### src/hw/rtl/rfp_pkg.sv
// Shared types and constants for the request frame parser.
package rfp_pkg;

  localparam int MAX_MSG = 4096;

  localparam int DATA_W    = 8;
  localparam int COUNT_W   = 13;
  localparam int ARG_IDX_W = 12;
  localparam int VERDICT_W = 3;
  localparam int LEN_W     = 32;

  // Reset value of the max_args register, saturated to its 13-bit range.
  localparam logic [COUNT_W-1:0] MAX_ARGS_RESET =
    (MAX_MSG > 8191) ? 13'h1FFF : COUNT_W'(MAX_MSG);

  localparam logic [VERDICT_W-1:0] VERDICT_BAD     = 3'd0;
  localparam logic [VERDICT_W-1:0] VERDICT_GET     = 3'd1;
  localparam logic [VERDICT_W-1:0] VERDICT_SET     = 3'd2;
  localparam logic [VERDICT_W-1:0] VERDICT_DEL     = 3'd3;
  localparam logic [VERDICT_W-1:0] VERDICT_UNKNOWN = 3'd4;

  // Bit positions of the command candidates in the name match vector.
  localparam int CAND_GET = 0;
  localparam int CAND_SET = 1;
  localparam int CAND_DEL = 2;
  localparam int NUM_CAND = 3;
  localparam int NAME_LEN = 3;

  localparam logic [DATA_W-1:0] CMD_NAME [NUM_CAND][NAME_LEN] = '{
    '{"g", "e", "t"},
    '{"s", "e", "t"},
    '{"d", "e", "l"}
  };

  typedef enum logic [4:0] {
    PH_COUNT = 5'b00001,
    PH_LEN   = 5'b00010,
    PH_BODY  = 5'b00100,
    PH_DONE  = 5'b01000,
    PH_BAD   = 5'b10000
  } phase_t;

endpackage

### src/hw/rtl/rfp_req_if.sv
// Request channel: one raw byte of a request frame per transfer.
interface rfp_req_if
  import rfp_pkg::*;
();
  logic              valid;
  logic              ready;
  logic [DATA_W-1:0] data_byte;
  logic              last_byte;

  modport source (output valid, output data_byte, output last_byte, input ready);
  modport sink   (input valid, input data_byte, input last_byte, output ready);
endinterface

### src/hw/rtl/rfp_rsp_if.sv
// Result channel: each request byte echoed with argument marks and verdict.
interface rfp_rsp_if
  import rfp_pkg::*;
();
  logic                 valid;
  logic                 ready;
  logic [DATA_W-1:0]    out_byte;
  logic                 in_argument;
  logic [ARG_IDX_W-1:0] arg_index;
  logic                 arg_first;
  logic                 arg_last;
  logic                 frame_end;
  logic [VERDICT_W-1:0] verdict;

  modport source (
    output valid, output out_byte, output in_argument, output arg_index,
    output arg_first, output arg_last, output frame_end, output verdict,
    input ready
  );
  modport sink (
    input valid, input out_byte, input in_argument, input arg_index,
    input arg_first, input arg_last, input frame_end, input verdict,
    output ready
  );
endinterface

### src/hw/rtl/request_frame_parser_unit.sv
// A result is registered and valid in the cycle after its request byte is accepted.
// Throughput: one byte per cycle; the single output register takes a new
// result whenever it is empty or its result is taken in the same cycle.
// Reset (synchronous, active high) returns the parser to the count header,
// clears all frame state and loads max_args with 4096.
module request_frame_parser_unit
  import rfp_pkg::*;
(
  input  logic               clk,
  input  logic               rst,
  rfp_req_if.sink            req,
  rfp_rsp_if.source          rsp,
  input  logic               cfg_write_en,
  input  logic [COUNT_W-1:0] cfg_write_data
);

  logic [COUNT_W-1:0] max_args;

  phase_t             phase, phase_next;
  logic [23:0]        hdr_shift;
  logic [1:0]         hdr_cnt, hdr_cnt_next;
  logic [COUNT_W-1:0] requested_args, requested_args_next;
  logic [COUNT_W-1:0] args_left, args_left_next;
  logic [LEN_W-1:0]   body_left, body_left_next;
  logic [COUNT_W-1:0] current_arg, current_arg_next;
  logic [NUM_CAND-1:0] name_match, name_match_next;
  logic [2:0]         name_length, name_length_next;
  logic               first_pending, first_pending_next;

  logic                 rsp_valid;
  logic                 accept;
  logic [LEN_W-1:0]     hdr_word;
  logic                 hdr_done;
  logic [COUNT_W-1:0]   args_dec;
  logic [COUNT_W-1:0]   cur_inc;
  phase_t               phase_fin;
  logic                 in_arg_c, first_c, lastmark_c;
  logic [ARG_IDX_W-1:0] idx_c;
  logic [VERDICT_W-1:0] verdict_c;

  assign req.ready = !rsp_valid || rsp.ready;
  assign accept    = req.valid && req.ready;
  assign rsp.valid = rsp_valid;

  // The header word completes with the incoming byte as its top byte.
  assign hdr_word = {req.data_byte, hdr_shift};
  assign hdr_done = (hdr_cnt == 2'd3);

  // Closing an argument: one fewer left, one more completed.
  assign args_dec  = (args_left != '0) ? args_left - COUNT_W'(1) : args_left;
  assign cur_inc   = (current_arg == '1) ? current_arg : current_arg + COUNT_W'(1);
  assign phase_fin = (args_dec != '0) ? PH_LEN : PH_DONE;

  always_comb begin
    phase_next          = phase;
    hdr_cnt_next        = hdr_cnt;
    requested_args_next = requested_args;
    args_left_next      = args_left;
    body_left_next      = body_left;
    current_arg_next    = current_arg;
    name_match_next     = name_match;
    name_length_next    = name_length;
    first_pending_next  = first_pending;
    in_arg_c            = 1'b0;
    first_c             = 1'b0;
    lastmark_c          = 1'b0;
    verdict_c           = VERDICT_BAD;
    idx_c = current_arg[COUNT_W-1] ? '1 : current_arg[ARG_IDX_W-1:0];

    unique case (phase)
      PH_COUNT: begin
        idx_c        = '0;
        hdr_cnt_next = hdr_cnt + 2'd1;
        if (hdr_done) begin
          if ((|hdr_word[LEN_W-1:COUNT_W]) || (hdr_word[COUNT_W-1:0] > max_args)) begin
            phase_next = PH_BAD;
          end else begin
            requested_args_next = hdr_word[COUNT_W-1:0];
            args_left_next      = hdr_word[COUNT_W-1:0];
            current_arg_next    = '0;
            phase_next = (hdr_word[COUNT_W-1:0] != '0) ? PH_LEN : PH_DONE;
          end
        end
      end
      PH_LEN: begin
        hdr_cnt_next = hdr_cnt + 2'd1;
        if (hdr_done) begin
          body_left_next = hdr_word;
          if (hdr_word == '0) begin
            args_left_next   = args_dec;
            current_arg_next = cur_inc;
            phase_next       = phase_fin;
          end else begin
            phase_next         = PH_BODY;
            first_pending_next = 1'b1;
          end
        end
      end
      PH_BODY: begin
        in_arg_c           = 1'b1;
        first_c            = first_pending;
        first_pending_next = 1'b0;
        lastmark_c         = (body_left == LEN_W'(1));
        // Only argument 0 carries the command name.
        if (current_arg == '0) begin
          if (name_length < 3'd3) begin
            for (int k = 0; k < NUM_CAND; k++) begin
              if (CMD_NAME[k][name_length[1:0]] != req.data_byte) begin
                name_match_next[k] = 1'b0;
              end
            end
          end else begin
            name_match_next = '0;
          end
          if (name_length < 3'd4) begin
            name_length_next = name_length + 3'd1;
          end
        end
        if (body_left != '0) begin
          body_left_next = body_left - LEN_W'(1);
        end
        if (body_left <= LEN_W'(1)) begin
          args_left_next   = args_dec;
          current_arg_next = cur_inc;
          phase_next       = phase_fin;
        end
      end
      PH_DONE: begin
        phase_next = PH_BAD;
      end
      PH_BAD: begin
        phase_next = PH_BAD;
      end
      default: begin
        phase_next = PH_BAD;
      end
    endcase

    if (req.last_byte) begin
      if (phase_next != PH_DONE) begin
        verdict_c = VERDICT_BAD;
      end else if (name_length_next == 3'd3 && requested_args_next == COUNT_W'(2) &&
                   name_match_next[CAND_GET]) begin
        verdict_c = VERDICT_GET;
      end else if (name_length_next == 3'd3 && requested_args_next == COUNT_W'(3) &&
                   name_match_next[CAND_SET]) begin
        verdict_c = VERDICT_SET;
      end else if (name_length_next == 3'd3 && requested_args_next == COUNT_W'(2) &&
                   name_match_next[CAND_DEL]) begin
        verdict_c = VERDICT_DEL;
      end else begin
        verdict_c = VERDICT_UNKNOWN;
      end
      // The final byte returns the parser to the start of a new request.
      phase_next          = PH_COUNT;
      hdr_cnt_next        = '0;
      requested_args_next = '0;
      args_left_next      = '0;
      body_left_next      = '0;
      current_arg_next    = '0;
      name_match_next     = '1;
      name_length_next    = '0;
      first_pending_next  = 1'b0;
    end
  end

  always_ff @(posedge clk) begin
    if (rst) begin
      max_args       <= MAX_ARGS_RESET;
      phase          <= PH_COUNT;
      hdr_cnt        <= '0;
      requested_args <= '0;
      args_left      <= '0;
      body_left      <= '0;
      current_arg    <= '0;
      name_match     <= '1;
      name_length    <= '0;
      first_pending  <= 1'b0;
      rsp_valid      <= 1'b0;
    end else begin
      if (cfg_write_en) begin
        max_args <= cfg_write_data;
      end
      if (accept) begin
        phase          <= phase_next;
        hdr_cnt        <= hdr_cnt_next;
        requested_args <= requested_args_next;
        args_left      <= args_left_next;
        body_left      <= body_left_next;
        current_arg    <= current_arg_next;
        name_match     <= name_match_next;
        name_length    <= name_length_next;
        first_pending  <= first_pending_next;
        rsp_valid      <= 1'b1;
      end else if (rsp.ready) begin
        rsp_valid <= 1'b0;
      end
    end
  end

  always_ff @(posedge clk) begin
    if (accept) begin
      hdr_shift       <= hdr_word[LEN_W-1:8];
      rsp.out_byte    <= req.data_byte;
      rsp.in_argument <= in_arg_c;
      rsp.arg_index   <= idx_c;
      rsp.arg_first   <= first_c;
      rsp.arg_last    <= lastmark_c;
      rsp.frame_end   <= req.last_byte;
      rsp.verdict     <= verdict_c;
    end
  end

`ifndef SYNTH
  a_verdict_only_at_end: assert property (@(posedge clk) disable iff (rst)
    rsp_valid && !rsp.frame_end |-> rsp.verdict == VERDICT_BAD)
    else $error("verdict given on a byte that does not end the request");

  a_marks_inside_body: assert property (@(posedge clk) disable iff (rst)
    rsp_valid && (rsp.arg_first || rsp.arg_last) |-> rsp.in_argument)
    else $error("argument boundary mark outside an argument body");

  a_end_restarts: assert property (@(posedge clk) disable iff (rst)
    accept && req.last_byte |=> phase == PH_COUNT && hdr_cnt == 2'd0)
    else $error("parser did not return to the count header after a final byte");

  a_body_end_closes: assert property (@(posedge clk) disable iff (rst)
    accept && phase == PH_BODY && body_left == LEN_W'(1) |=>
      phase == PH_LEN || phase == PH_DONE || phase == PH_COUNT)
    else $error("argument body did not close on its last byte");
`endif

endmodule
### src/flat_wrapper.sv
// flat-port wrapper written by rule: the top's interface ports become plain ports
module request_frame_parser_unit_flat import rfp_pkg::*;
  (clk, rst, cfg_write_en, cfg_write_data, req_valid, req_data_byte, req_last_byte, req_ready, rsp_valid, rsp_out_byte, rsp_in_argument, rsp_arg_index, rsp_arg_first, rsp_arg_last, rsp_frame_end, rsp_verdict, rsp_ready);
  rfp_req_if req_i ();
  rfp_rsp_if rsp_i ();
  input  logic clk;
  input  logic rst;
  input  logic cfg_write_en;
  input  logic [COUNT_W-1:0] cfg_write_data;
  input wire logic [$bits(req_i.valid)-1:0] req_valid;
  input wire logic [$bits(req_i.data_byte)-1:0] req_data_byte;
  input wire logic [$bits(req_i.last_byte)-1:0] req_last_byte;
  output wire logic [$bits(req_i.ready)-1:0] req_ready;
  output wire logic [$bits(rsp_i.valid)-1:0] rsp_valid;
  output wire logic [$bits(rsp_i.out_byte)-1:0] rsp_out_byte;
  output wire logic [$bits(rsp_i.in_argument)-1:0] rsp_in_argument;
  output wire logic [$bits(rsp_i.arg_index)-1:0] rsp_arg_index;
  output wire logic [$bits(rsp_i.arg_first)-1:0] rsp_arg_first;
  output wire logic [$bits(rsp_i.arg_last)-1:0] rsp_arg_last;
  output wire logic [$bits(rsp_i.frame_end)-1:0] rsp_frame_end;
  output wire logic [$bits(rsp_i.verdict)-1:0] rsp_verdict;
  input wire logic [$bits(rsp_i.ready)-1:0] rsp_ready;
  assign req_i.valid = req_valid;
  assign req_i.data_byte = req_data_byte;
  assign req_i.last_byte = req_last_byte;
  assign req_ready = req_i.ready;
  assign rsp_valid = rsp_i.valid;
  assign rsp_out_byte = rsp_i.out_byte;
  assign rsp_in_argument = rsp_i.in_argument;
  assign rsp_arg_index = rsp_i.arg_index;
  assign rsp_arg_first = rsp_i.arg_first;
  assign rsp_arg_last = rsp_i.arg_last;
  assign rsp_frame_end = rsp_i.frame_end;
  assign rsp_verdict = rsp_i.verdict;
  assign rsp_i.ready = rsp_ready;
  request_frame_parser_unit u_core (.clk(clk), .rst(rst), .req(req_i), .rsp(rsp_i), .cfg_write_en(cfg_write_en), .cfg_write_data(cfg_write_data));
endmodule
### config.mk
export PLATFORM = sky130hd
export DESIGN_NAME = request_frame_parser_unit_flat
export DESIGN_NICKNAME = d
export VERILOG_FILES = /design/src/hw/rtl/rfp_pkg.sv /design/src/hw/rtl/rfp_req_if.sv /design/src/hw/rtl/rfp_rsp_if.sv /design/src/hw/rtl/request_frame_parser_unit.sv /design/src/flat_wrapper.sv
export SDC_FILE = /design/constraint.sdc
export NUM_CORES = 1
export LEC_CHECK = 0
export BUFFER_PORTS_ARGS = -buffer_cell sky130_fd_sc_hd__clkbuf_2
export CAP_MARGIN = 20
export CORE_UTILIZATION = 50
export CTS_CLUSTER_DIAMETER = 120
export CTS_CLUSTER_SIZE = 28
export DETAILED_ROUTE_END_ITERATION = 6
export PLACE_DENSITY_LB_ADDON = 0.2
export SYNTH_ARGS = -nofsm -noshare
export SYNTH_HDL_FRONTEND = slang
export SYNTH_SLANG_ARGS = --single-unit
export TNS_END_PERCENT = 50
### constraint.sdc
create_clock -name clk -period 10.15 [get_ports clk]
set_clock_uncertainty 0.05 [all_clocks]
set_input_delay 2.03 -clock clk [delete_from_list [all_inputs] [get_ports clk]]
set_output_delay 2.03 -clock clk [all_outputs]
set_load 0.02 [all_outputs]
==> results of run 1 <==
==> metal layers <==
layer  global-route usage [%]  vias up
met5                        0        -
met2                    44.20      314
met4                    12.32        0
met1                    38.00     3491
li1                         -     3542
met3                    4.574       53
==> cells in the final DEF (no fill, tap or decap), types with 6 or more instances in the layout <==
cell type and instances:
nor3_1 30, and3_1 10, nand3_1 16, nor2_1 95, inv_1 31, a2bb2oi_1 6, o21a_1 16, or2_2 6
nand4_1 10, ha_1 24, a21o_1 6, xor2_1 10, buf_4 9, mux2i_1 17, a311oi_1 11, a22oi_1 23
clkbuf_16 18, clkbuf_2 55, or3_1 10, edfxtp_1 43, dfxtp_1 99, o31ai_1 10, nand2b_1 11, a21oi_1 70
nor4_1 28, nand2_1 94, nor3b_1 9, or4_1 14, a211oi_1 11, o21ai_0 63
==> through the flow <==
step | instance area (um2) | worst slack (ns) | std cells | power (mW)
3_5_place_dp | 8327 | 5.280 | 1148 | 0.8381
4_1_cts | 8895 | 5.637 | 1180 | 1.435
6_report | 8902 | 5.625 | 1181 | 1.433
2_1_floorplan | 8016 | 5.265 | 937 | 0.7829
5_1_grt | 8902 | 5.252 | 1181 | 1.482
3_3_place_gp | 8327 | 5.271 | 1148 | 0.8364
==> flip-flops by register name, summed over array words and instances, names as in the netlist, 5 cells and up <==
signal,cells
u_core.body_left,32
u_core.hdr_shift,24
u_core.args_left,13
u_core.current_arg,13
u_core.max_args,13
u_core.requested_args,13
u_core.rsp.arg_index,12
u_core.phase,5
==> final cells by class <==
| class | count | area share, % |
|---|---|---|
| clock buffer | 20 | 5.144 |
| clock inverter | 12 | 1.237 |
| inverter | 33 | 1.391 |
| multi-input combinational | 699 | 48.64 |
| sequential | 142 | 36.77 |
| tap | 211 | 2.966 |
| timing repair buffer | 64 | 3.851 |
==> logic make-up after synthesis <==
kind of cell | count (synthesis) | synth area share [%]
AO/OA/AOI/OAI | 279 | 23.10
XOR/XNOR | 15 | 1.639
adder cells (fa/ha/maj) | 24 | 3.746
buffers and inverters | 96 | 5.197
flip-flops | 142 | 40.83
multiplexers | 18 | 2.263
AND/OR/NAND/NOR | 363 | 23.22
==> path summary, 6_finish.rpt <==
check             slack, ns                  from  cells after the start               endpoint
setup / recovery       5.63      req_data_byte[0]                      8  u_core.current_arg[9]
hold / removal         0.42  u_core.name_match[0]                      2   u_core.name_match[0]
setup reg to reg       6.58       u_core.phase[0]                     10  u_core.current_arg[0]
hold reg to reg        0.42  u_core.name_match[0]                      2   u_core.name_match[0]
==> report_power, final <==
group / switching [mW] / internal (mW)
logic: 0.129 / 0.0680
clock network: 0.251 / 0.352
registers: 0.0266 / 0.606
==> critical path: stages <==
cell,delay [ns]
clkbuf_2,0.14
nor4_1,0.35
nand3_1,0.24
nor3_1,0.50
o221ai_1,0.29
nor4_2,0.92
and3_1,0.29
a221o_1,0.10
==> reports/results.ini, run 1 <==
[placed_design]
gp_congestion = 0.8490
place.detailed.hpwl_mm = 15.38
io_buffer_count = 55

[route]
drt_iter0_drc = 867
dr.pass1.iters = 5
finalWirelength_mm = 22.53
num_vias = 7400
met1_length_mm = 10.06
route.met2.wl_mm = 10.36
drc_errors = 0
top_layer = met4
drt-vias-per-instance = 6.266
wl_met3_mm = 1.508
postRouteAntennaNets = 0
wl_per_cell_um = 19.08

[clock_tree]
postCtsHoldBufs = 0
clk_pin_slew_worst_paths_ns = 0.06
cts-resized-gates = 0
cts_tree = done
numClockSinks = 142
cts-root-buf = clkbuf_16
clkLatencyLatePin_ns = 0.43
cts-buffers-inserted = 17
post-cts-setup-buffer-count = 0
htree_levels = 4
max-clock-path-buffers = 2

[sta]
hold_violations = 0
fmax_mhz = 221.0
finalSetupTns_ns = 0
period_share_pct = 44.58
slew_violations = 0
setup_viol = 0
holdWs_ns = 0.4181
layout_min_cycle_time_ns = 4.525
max_slew_margin_pct = 25.53
worst_pin_slew_ns = 1.113
rsz0062_at_grt = no

[logic_synthesis]
synth_cells = 937
async_reset_ff_share_pct = 0
ys.flop_type = dfxtp_1
synth-edff-count = 43
ys_seq_elements = 142
post-synth-top-count-cell = dfxtp_1
synth-seq-area-share_pct = 40.83
synth.cell_area_um2 = 8016
ys_top_cells_by_count = dfxtp_1, nor2_1, nand2_1
yosys.area.top_type_share_pct = 24.72
ys_types = 74
yosys.area.top_type = dfxtp_1
syn_nets = 988
synth_warnings = 0
synthTopCellsByArea = dfxtp_1, edfxtp_1, nor2_1
avgSynthCellArea_um2 = 8.555

[cells_and_area]
regArea_um2 = 3273
fillers = 1421
area_delta_synth_final_pct = 11.05
multi_input_area_um2 = 4330
layout-drive-gt1-share_pct = 12.27
final_util_pct = 57.70
nets = 1008
n_antenna_cell = 0

[die]
ios = 56
rows = 45
die_w_um = 128.6
die_y_um = 128.6
initial_core_util_pct = 51.96
die_area_um2 = 16540
coreArea_um2 = 15430

[power_and_ir_drop]
powerDensity_nw_per_um2 = 160.9
ir_worst_vdd_mv = 0.1211
static-leakage-power_nw = 3.334

[global_routing]
antenna_found_initial = 0
grt_first_pass_wirelength_mm = 35.70
grt_max_degree = 79
grt_pass1_vias = 6619
track_usage_pct = 28.04
grt.overflow.total = 0

[hold_path]
min-delay-path-class = reg -> reg

[setup_path]
endpoint_kind = flop
cp-start-kind = primary input
required_ns = 10.47
path_class = in -> reg
path_max_fanout = 14
critPathArrivalTime_ns = 4.85

[job]
cap_violations = 0

[run_status]
status = finished clean

(Power assumes the default switching activity.)
==> run 2, diff against run 1 <==
==> constraint.sdc (replaced) <==
create_clock -name clk -period 4.7 [get_ports clk]
set_clock_uncertainty 0.05 [all_clocks]
set_input_delay 0.94 -clock clk [delete_from_list [all_inputs] [get_ports clk]]
set_output_delay 0.94 -clock clk [all_outputs]
set_load 0.02 [all_outputs]
==> reports/results.ini, run 2 (synthesized netlist as in run 1, its figures left out) <==
[cells_and_area]
layout_common_cells = dfxtp_1, nor2_1, nand2_1  ; unchanged
nets = 1016  ; was 1008
final_cells = 1189  ; was 1181
area_delta_synth_final_pct = 12.13  ; was 11.05%
reg_top3 = u_core.body_left (32), u_core.hdr_shift (24)  ; unchanged
fin_area_um2 = 8989  ; was 8902 um2
layout-drive-gt1-share_pct = 12.99  ; was 12.27%
largest_reg_flops = 32  ; unchanged
final_util_pct = 58.26  ; was 57.70%
n_antenna_cell = 0  ; unchanged
layout_commonest_cell = dfxtp_1  ; unchanged
regMostFlops = u_core.body_left  ; unchanged

[power_and_ir_drop]
static-leakage-power_nw = 3.387  ; was 3.334 nW
powerDensity_nw_per_um2 = 353.5  ; was 160.9 nW/um2
ir_worst_vdd_mv = 0.2800  ; was 0.1211 mV
power_mw = 3.178  ; was 1.433 mW

[global_routing]
antenna_found_initial = 0  ; unchanged
use_met2_pct = 44.07  ; was 44.20%
grt.overflow.total = 0  ; unchanged
grt_first_pass_wirelength_mm = 36.11  ; was 35.70 mm
gr-usage-met3_pct = 5.073  ; was 4.574%
grt_max_degree = 45  ; was 79
met1_usage_pct = 38.86  ; was 38.00%
grt_busiest_layer = met2  ; unchanged
track_usage_pct = 28.61  ; was 28.04%
grt_pass1_vias = 6701  ; was 6619

[clock_tree]
htree_levels = 4  ; unchanged
numClockSinks = 142  ; unchanged
post-cts-setup-buffer-count = 0  ; unchanged
cts-resized-gates = 0  ; unchanged
postCtsHoldBufs = 0  ; unchanged
cts-buffers-inserted = 17  ; unchanged
clk_pin_slew_worst_paths_ns = 0.06  ; about the same
max-clock-path-buffers = 2  ; unchanged
clkLatencyLatePin_ns = 0.43  ; about the same
cts-root-buf = clkbuf_16  ; unchanged
cts_tree = done  ; unchanged

[setup_path]
critPathArrivalTime_ns = 3.69  ; was 4.85 ns
path_max_fanout = 22  ; was 14
ff2ff_path_depth = 6  ; was 10
path_class = reg -> reg  ; was in -> reg
cp-start-kind = flop  ; was primary input
endpoint_kind = flop  ; unchanged
required_ns = 4.98  ; was 10.47 ns

[route]
finalWirelength_mm = 22.97  ; was 22.53 mm
wl_per_cell_um = 19.32  ; was 19.08 um
drt-vias-per-instance = 6.294  ; was 6.266
num_vias = 7483  ; was 7400
drt_iter0_drc = 704  ; was 867
postRouteAntennaNets = 0  ; unchanged
drc_errors = 0  ; unchanged
dr.pass1.iters = 5  ; unchanged

[sta]
finalSetupTns_ns = 0  ; unchanged
fin_ws_ns = 1.293  ; was 5.625 ns
period_share_pct = 72.49
worst_pin_slew_ns = 0.9741  ; was 1.113 ns
slew_violations = 0  ; unchanged
setup_viol = 0  ; unchanged
fmax_mhz = 293.5
rsz0062_at_grt = no  ; unchanged
layout_min_cycle_time_ns = 3.407
holdWs_ns = 0.4208  ; was 0.4181 ns
max_slew_margin_pct = 34.82  ; was 25.53%
hold_violations = 0  ; unchanged

[hold_path]
min-delay-path-class = reg -> reg  ; unchanged
min_path_cells = 2  ; unchanged

[die]
die_w_um = 128.6  ; unchanged
rows = 45  ; unchanged
die_y_um = 128.6  ; unchanged
initial_core_util_pct = 51.96  ; unchanged
ios = 56  ; unchanged
die_area_um2 = 16540  ; unchanged
coreArea_um2 = 15430  ; unchanged

[placed_design]
io_buffer_count = 55  ; unchanged
place.detailed.hpwl_mm = 15.57  ; was 15.38 mm
place_inst = 1157  ; was 1148
gp_congestion = 0.8984  ; was 0.8490
dp_slack_ns = 1.131  ; was 5.280 ns
dpl_cell_area_um2 = 8394  ; was 8327 um2

[job]
cap_violations = 0  ; unchanged

[run_status]
status = finished clean  ; unchanged

==> run 2: cell count changes in the layout (fill, tap and decap cells not counted) <==
cell / change
clkinv_4: -1
buf_4: +8
clkbuf_16: -1
bufinv_16: +2
clkinv_1: +2
clkbuf_1: -2
==> run 2: per-layer routing <==
metal	wire length (um)	vias to the layer above
li1	-	3548
met1	10070	3544
met2	10500	329
met3	1583	62
met4	810	0
met5	0	-
==> run 2: area by class of cell <==
| cell class | count | area (um2) |
|---|---|---|
| Clock buffer | 17 | 425.4 |
| Clock inverter | 15 | 168.9 |
| Fill cell | 1407 | 6439 |
| Inverter | 33 | 123.9 |
| Multi-Input combinational cell | 699 | 4330 |
| Sequential cell | 142 | 3273 |
| Tap cell | 211 | 264.0 |
| Timing Repair Buffer | 72 | 402.9 |
==> run 2: final timing paths <==
kind / slack, ns / from / endpoint
worst min-delay path: 0.42 / u_core.phase[3] / u_core.phase[3]
worst max register to register: 1.29 / u_core.body_left[22] / u_core.args_left[4]
worst min register to register: 0.42 / u_core.phase[3] / u_core.phase[3]
worst max-delay path: 1.29 / u_core.body_left[22] / u_core.args_left[4]
==> run 2: critical path: stages, from the launching register on <==
cell and delay [ns]:
dfxtp_1 0.37, or4_1 0.59, nor4_1 0.54, and4_1 0.51, nand2b_1 0.65, nand2_1 0.30
o31ai_1 0.30
==> run 2: power by group <==
part | switching (mW) | total [mW] | internal [mW] | leakage [nW]
logic | 0.284 | 0.437 | 0.153 | 1.88
clock network | 0.542 | 1.37 | 0.830 | 0.281
registers | 0.0591 | 1.37 | 1.31 | 1.23
total | 0.885 | 3.18 | 2.29 | 3.39
